### config.mk
export PLATFORM = sky130hd
export DESIGN_NAME = ssca_size_decode
export DESIGN_NICKNAME = d
export VERILOG_FILES = /design/src/rtl/ssca_pkg.sv /design/src/rtl/ssca_size_decode.sv
export SDC_FILE = /design/constraint.sdc
export NUM_CORES = 1
export LEC_CHECK = 0
export ABC_CLOCK_PERIOD_IN_PS = 2100
export BUFFER_PORTS_ARGS = -buffer_cell sky130_fd_sc_hd__buf_2
export CAP_MARGIN = 30
export CELL_PAD_IN_SITES_DETAIL_PLACEMENT = 0
export CELL_PAD_IN_SITES_GLOBAL_PLACEMENT = 1
export CORE_UTILIZATION = 38
export DETAILED_ROUTE_END_ITERATION = 8
export PLACE_DENSITY = 0.87
export REMOVE_ABC_BUFFERS = 1
export SLEW_MARGIN = 25
export SYNTH_ARGS = -nofsm -noshare
export SYNTH_HDL_FRONTEND = slang
export SYNTH_SLANG_ARGS = --single-unit
### constraint.sdc
create_clock -name vclk -period 2.1
set_input_delay 0.105 -clock vclk [all_inputs]
set_output_delay 0.105 -clock vclk [all_outputs]
set_load 0.02 [all_outputs]
### src/rtl/ssca_pkg.sv
// ----------------------------------------------------------------------------
// Slab size-class allocator package
// Shared constants, types and size-class lookup functions.
// ----------------------------------------------------------------------------
package ssca_pkg;

    localparam int ADDR_BITS        = 16;
    localparam int PAGE_BYTES       = 4096;
    localparam int PAGE_SHIFT       = 12;
    localparam int MAX_CLASS_BYTES  = 4096;
    localparam int MIN_OBJECT_BYTES = 8;
    localparam int OBJ_BITS         = 3;
    localparam int NUM_PAGES        = 16;
    localparam int PAGE_IDX_BITS    = 4;
    localparam int NUM_LINKS        = 8192;
    localparam int LINK_IDX_BITS    = ADDR_BITS - OBJ_BITS;
    localparam int NUM_CLASSES      = 16;
    localparam int SIZE_BITS        = 17;
    localparam int TABLE_LIMIT      = 192;
    localparam int ZERO_MARK        = 16;

    localparam logic [3:0] TAG_FIRST = 4'd15;
    localparam logic [3:0] TAG_CONT  = 4'd14;
    localparam logic [3:0] TAG_LAST_CLASS = 4'd12;

    localparam logic [1:0] ST_OK   = 2'd0;
    localparam logic [1:0] ST_OOM  = 2'd1;
    localparam logic [1:0] ST_ZERO = 2'd2;

    localparam logic REQ_ALLOC = 1'b0;
    localparam logic REQ_FREE  = 1'b1;

    // Head or link entry: valid flag over an address.
    typedef logic [ADDR_BITS:0] t_link;

    // Write port of the object link memory.
    typedef struct packed {
        logic                     en;
        logic [LINK_IDX_BITS-1:0] idx;
        t_link                    data;
    } t_link_wr;

    typedef enum logic [2:0] {
        S_IDLE,
        S_EXEC,
        S_POP_WB,
        S_CARVE,
        S_WALK,
        S_DONE
    } t_state;

    // Fixed class table for small sizes, indexed by (size-1)/8.
    function automatic logic [3:0] table_class(input logic [4:0] idx);
        logic [3:0] c;
        unique case (idx)
            5'd0:                       c = 4'd3;
            5'd1:                       c = 4'd4;
            5'd2, 5'd3:                 c = 4'd5;
            5'd4, 5'd5, 5'd6, 5'd7:     c = 4'd6;
            5'd8, 5'd9, 5'd10, 5'd11:   c = 4'd1;
            5'd12, 5'd13, 5'd14, 5'd15: c = 4'd7;
            default:                    c = 4'd2;
        endcase
        return c;
    endfunction

    // Object size of a class.
    function automatic logic [12:0] class_bytes(input logic [3:0] c);
        logic [12:0] b;
        if (c == 4'd1) begin
            b = 13'd96;
        end else if (c == 4'd2) begin
            b = 13'd192;
        end else begin
            b = 13'(1) << c;
        end
        return b;
    endfunction

endpackage

### src/rtl/ssca_size_decode.sv
// ----------------------------------------------------------------------------
// Size decoder
// Maps an allocate size to its class, or to a page count for large sizes.
// ----------------------------------------------------------------------------
module ssca_size_decode (
    input  logic [ssca_pkg::SIZE_BITS-1:0] i_size,
    output logic                           o_zero,
    output logic                           o_large,
    output logic [3:0]                     o_class,
    output logic [5:0]                     o_pages
);

    logic [ssca_pkg::SIZE_BITS-1:0] w_m1;
    logic [17:0]                    w_round;
    logic [3:0]                     w_fls;

    assign w_m1    = i_size - 17'd1;
    assign w_round = {1'b0, i_size} + 18'd4095;
    assign o_zero  = (i_size == '0);
    assign o_large = (i_size > 17'(ssca_pkg::MAX_CLASS_BYTES));
    assign o_pages = w_round[17:12];

    // Highest set bit position of size-1 (one-based), over 12 bits.
    always_comb begin
        w_fls = 4'd0;
        for (int i = 0; i < 12; i++) begin
            if (w_m1[i]) begin
                w_fls = 4'(i + 1);
            end
        end
    end

    // Small sizes use the table, medium sizes the power-of-two class.
    always_comb begin
        if (i_size <= 17'(ssca_pkg::TABLE_LIMIT)) begin
            o_class = ssca_pkg::table_class(w_m1[7:3]);
        end else begin
            o_class = w_fls;
        end
    end

endmodule

==> results.cfg <==
[place]
dp_worst_setup_slack_ps = -12.7
dp_hpwl_um = 1850
port_buffers = 29
gp_congestion = 0.937

[sta]
setup_viol_count_final = 0
setup_ws_ps = 31.4
fin_crit_ps = 2070
fin_tns_setup_ps = 0
post-route-period-util_pct = 98.5
drv_slew = 0
relSlewSlack_pct = 62.5
holdWs_ps = 535
hold_viol = 0
worst_slew_pin_slew_ps = 560
fmax_ghz = 0.483

[critical_path]
cp_slowest_cell = or4_4
path_max_fanout = 6
worstSetupPathType = in2out
critical_path.startpoint_type = primary input
worst_ep_arrival_time_ps = 1960
cp_num_buf_inv = 4
crit_chain = buf_2 -> buf_6 -> or4_4 -> o311ai_4 -> and2_4 -> inv_1 -> o221a_2 -> buf_6
cpPeakStageDelay_ps = 590
cpMostUsedCell = buf_6
cp-end-kind = primary output
cp.required_ps = 2000
critPathTopFamily = simple AND/OR/NAND/NOR gates

[synth]
yosysWarnings = 0
synth_area_um2 = 863
synth.distinct_cells = 57
synth_seq_area_share_pct = 0
synthCells = 118
syn_avg_cell_area_um2 = 7.32

[die]
initial_utilization_pct = 42.3
die_area_um2 = 2470
die_w_um = 49.7
ios = 29
core-area_um2 = 2040
rows = 16
chipHeight_um = 49.7

[routing]
wl_met1_um = 1190
ant_nets = 0
wl_met3_um = 146
vias = 1064
wl_per_cell_um = 13.9
drt_iter0_drc = 33
met2WireLength_um = 1140
routed_via_density = 5.98
wl_um = 2480
drc = 0
firstDrtPassIters = 4
top_layer = met3

[status]
status = finished, final reports clean

[run]
drv_cap = 0

[global_route]
track_usage_pct = 20.2
grt_max_degree = 16
gr-total-overflow = 0
grt_pass1_wl_um = 4080
antenna_found_initial = 0
grt_pass1_vias = 892

[finish]
synthToLayoutAreaGrowth_pct = 30.9
utilization_pct = 55.3
antenna_cells = 0
regArea_um2 = 0
final_layout_size_suffix_gt1_share_pct = 40.4
nClkBuffers = 0
seq_cell_count = 0
nNetsFinal = 172

[pwr]
swShare_pct = 58.0
p_comb_share_pct = 100.0
p_sw_uw = 118
clkPwrFrac_pct = 0
leakage_uw = 0.000406
vdd_ir_drop_max_v = 0.000105
p_per_area_nw_per_um2 = 181
seqPwrFrac_pct = 0
power.total_uw = 204
internal-power_uw = 85.7

[min_path]
hold_class = in2out
synth_stat cells, types with 3 or more instances:
library cell | n | area share (%)
a211oi_1 | 3 | 2.6
a21oi_1 | 4 | 2.3
inv_1 | 6 | 2.6
nand2_1 | 10 | 4.3
nand2b_1 | 3 | 2.2
nand3_1 | 7 | 4.1
nand4_1 | 4 | 2.9
nor2_1 | 8 | 3.5
nor2b_1 | 3 | 2.2
nor3_1 | 4 | 2.3
o211ai_1 | 3 | 2.6
or2b_1 | 3 | 2.6
xnor2_1 | 6 | 6.1
xor2_1 | 3 | 3.0
worst min-delay path: cells and delay by family:
family | cells | cell delay (ps)
XOR/XNOR | 1 | 60
buffers and inverters | 2 | 260
placed cells by master (no fill, tap or decap), types with 2 or more instances in the layout:
master,netlist,final
buf_2,1,26
buf_4,1,11
nand2_1,10,10
nor2_1,8,8
nand3_1,7,7
xnor2_1,6,6
nor3_1,4,4
inv_1,6,4
nand4_1,4,4
a21oi_1,4,4
nand2b_1,3,3
xor2_1,3,3
nor2b_1,3,3
o211ai_1,3,3
or2b_1,3,3
buf_6,2,3
or4_4,2,2
o21ai_0,2,2
a211oi_2,0,2
a32o_1,2,2
o41ai_1,2,2
cell type report:
type | instances | area, um^2
fillers | 203 | 912
inverters | 6 | 25.0
multi-input cells | 105 | 825
well taps | 27 | 33.8
repair buffers | 40 | 246
final timing paths:
| path | from | slack (ps) | to | cells past startpoint |
|---|---|---|---|---|
| worst max-delay path | i_size[0] | 30 | o_class[2] | 8 |
| worst min-delay path | i_size[15] | 530 | o_pages[3] | 3 |
power groups by stage:
stage               combinational, uW  clock (uW)  sequential (uW)
global placement                  183           0                0
CTS                               187           0                0
floorplan                         105           0                0
detailed placement                185           0                0
global route                      222           0                0
finish                            204           0                0
kinds of logic after synthesis:
family | share of synthesized area (%)
and+or+nand+nor | 40.0
buffers and inverters | 9.13
AOI/OAI and AO/OA | 38.8
adders and majority gates | 2.90
xor gates and xnor gates | 9.13
through the flow:
stage / area (um^2) / instances
floorplan: 807 / 111
global placement: 1050 / 175
detailed placement: 1050 / 175
CTS: 1050 / 175
global route: 1130 / 178
finish: 1130 / 178
layer usage:
metal | vias up | global-route usage, %
li1 | 536 | -
met1 | 489 | 29.1
met2 | 39 | 34.9
met3 | 0 | 0.926
met4 | 0 | 0
met5 | - | 0
timing repair:
item | 4_1_cts | 5_1_grt
gates cloned | 0 | 0
setup endpoints to repair | 1 | 3
setup buffers | 0 | 3
hold buffers | 0 | 0
pin swaps | 0 | 7
resized for setup | 1 | 16
No activity file was read; power rests on OpenSTA's default activity.
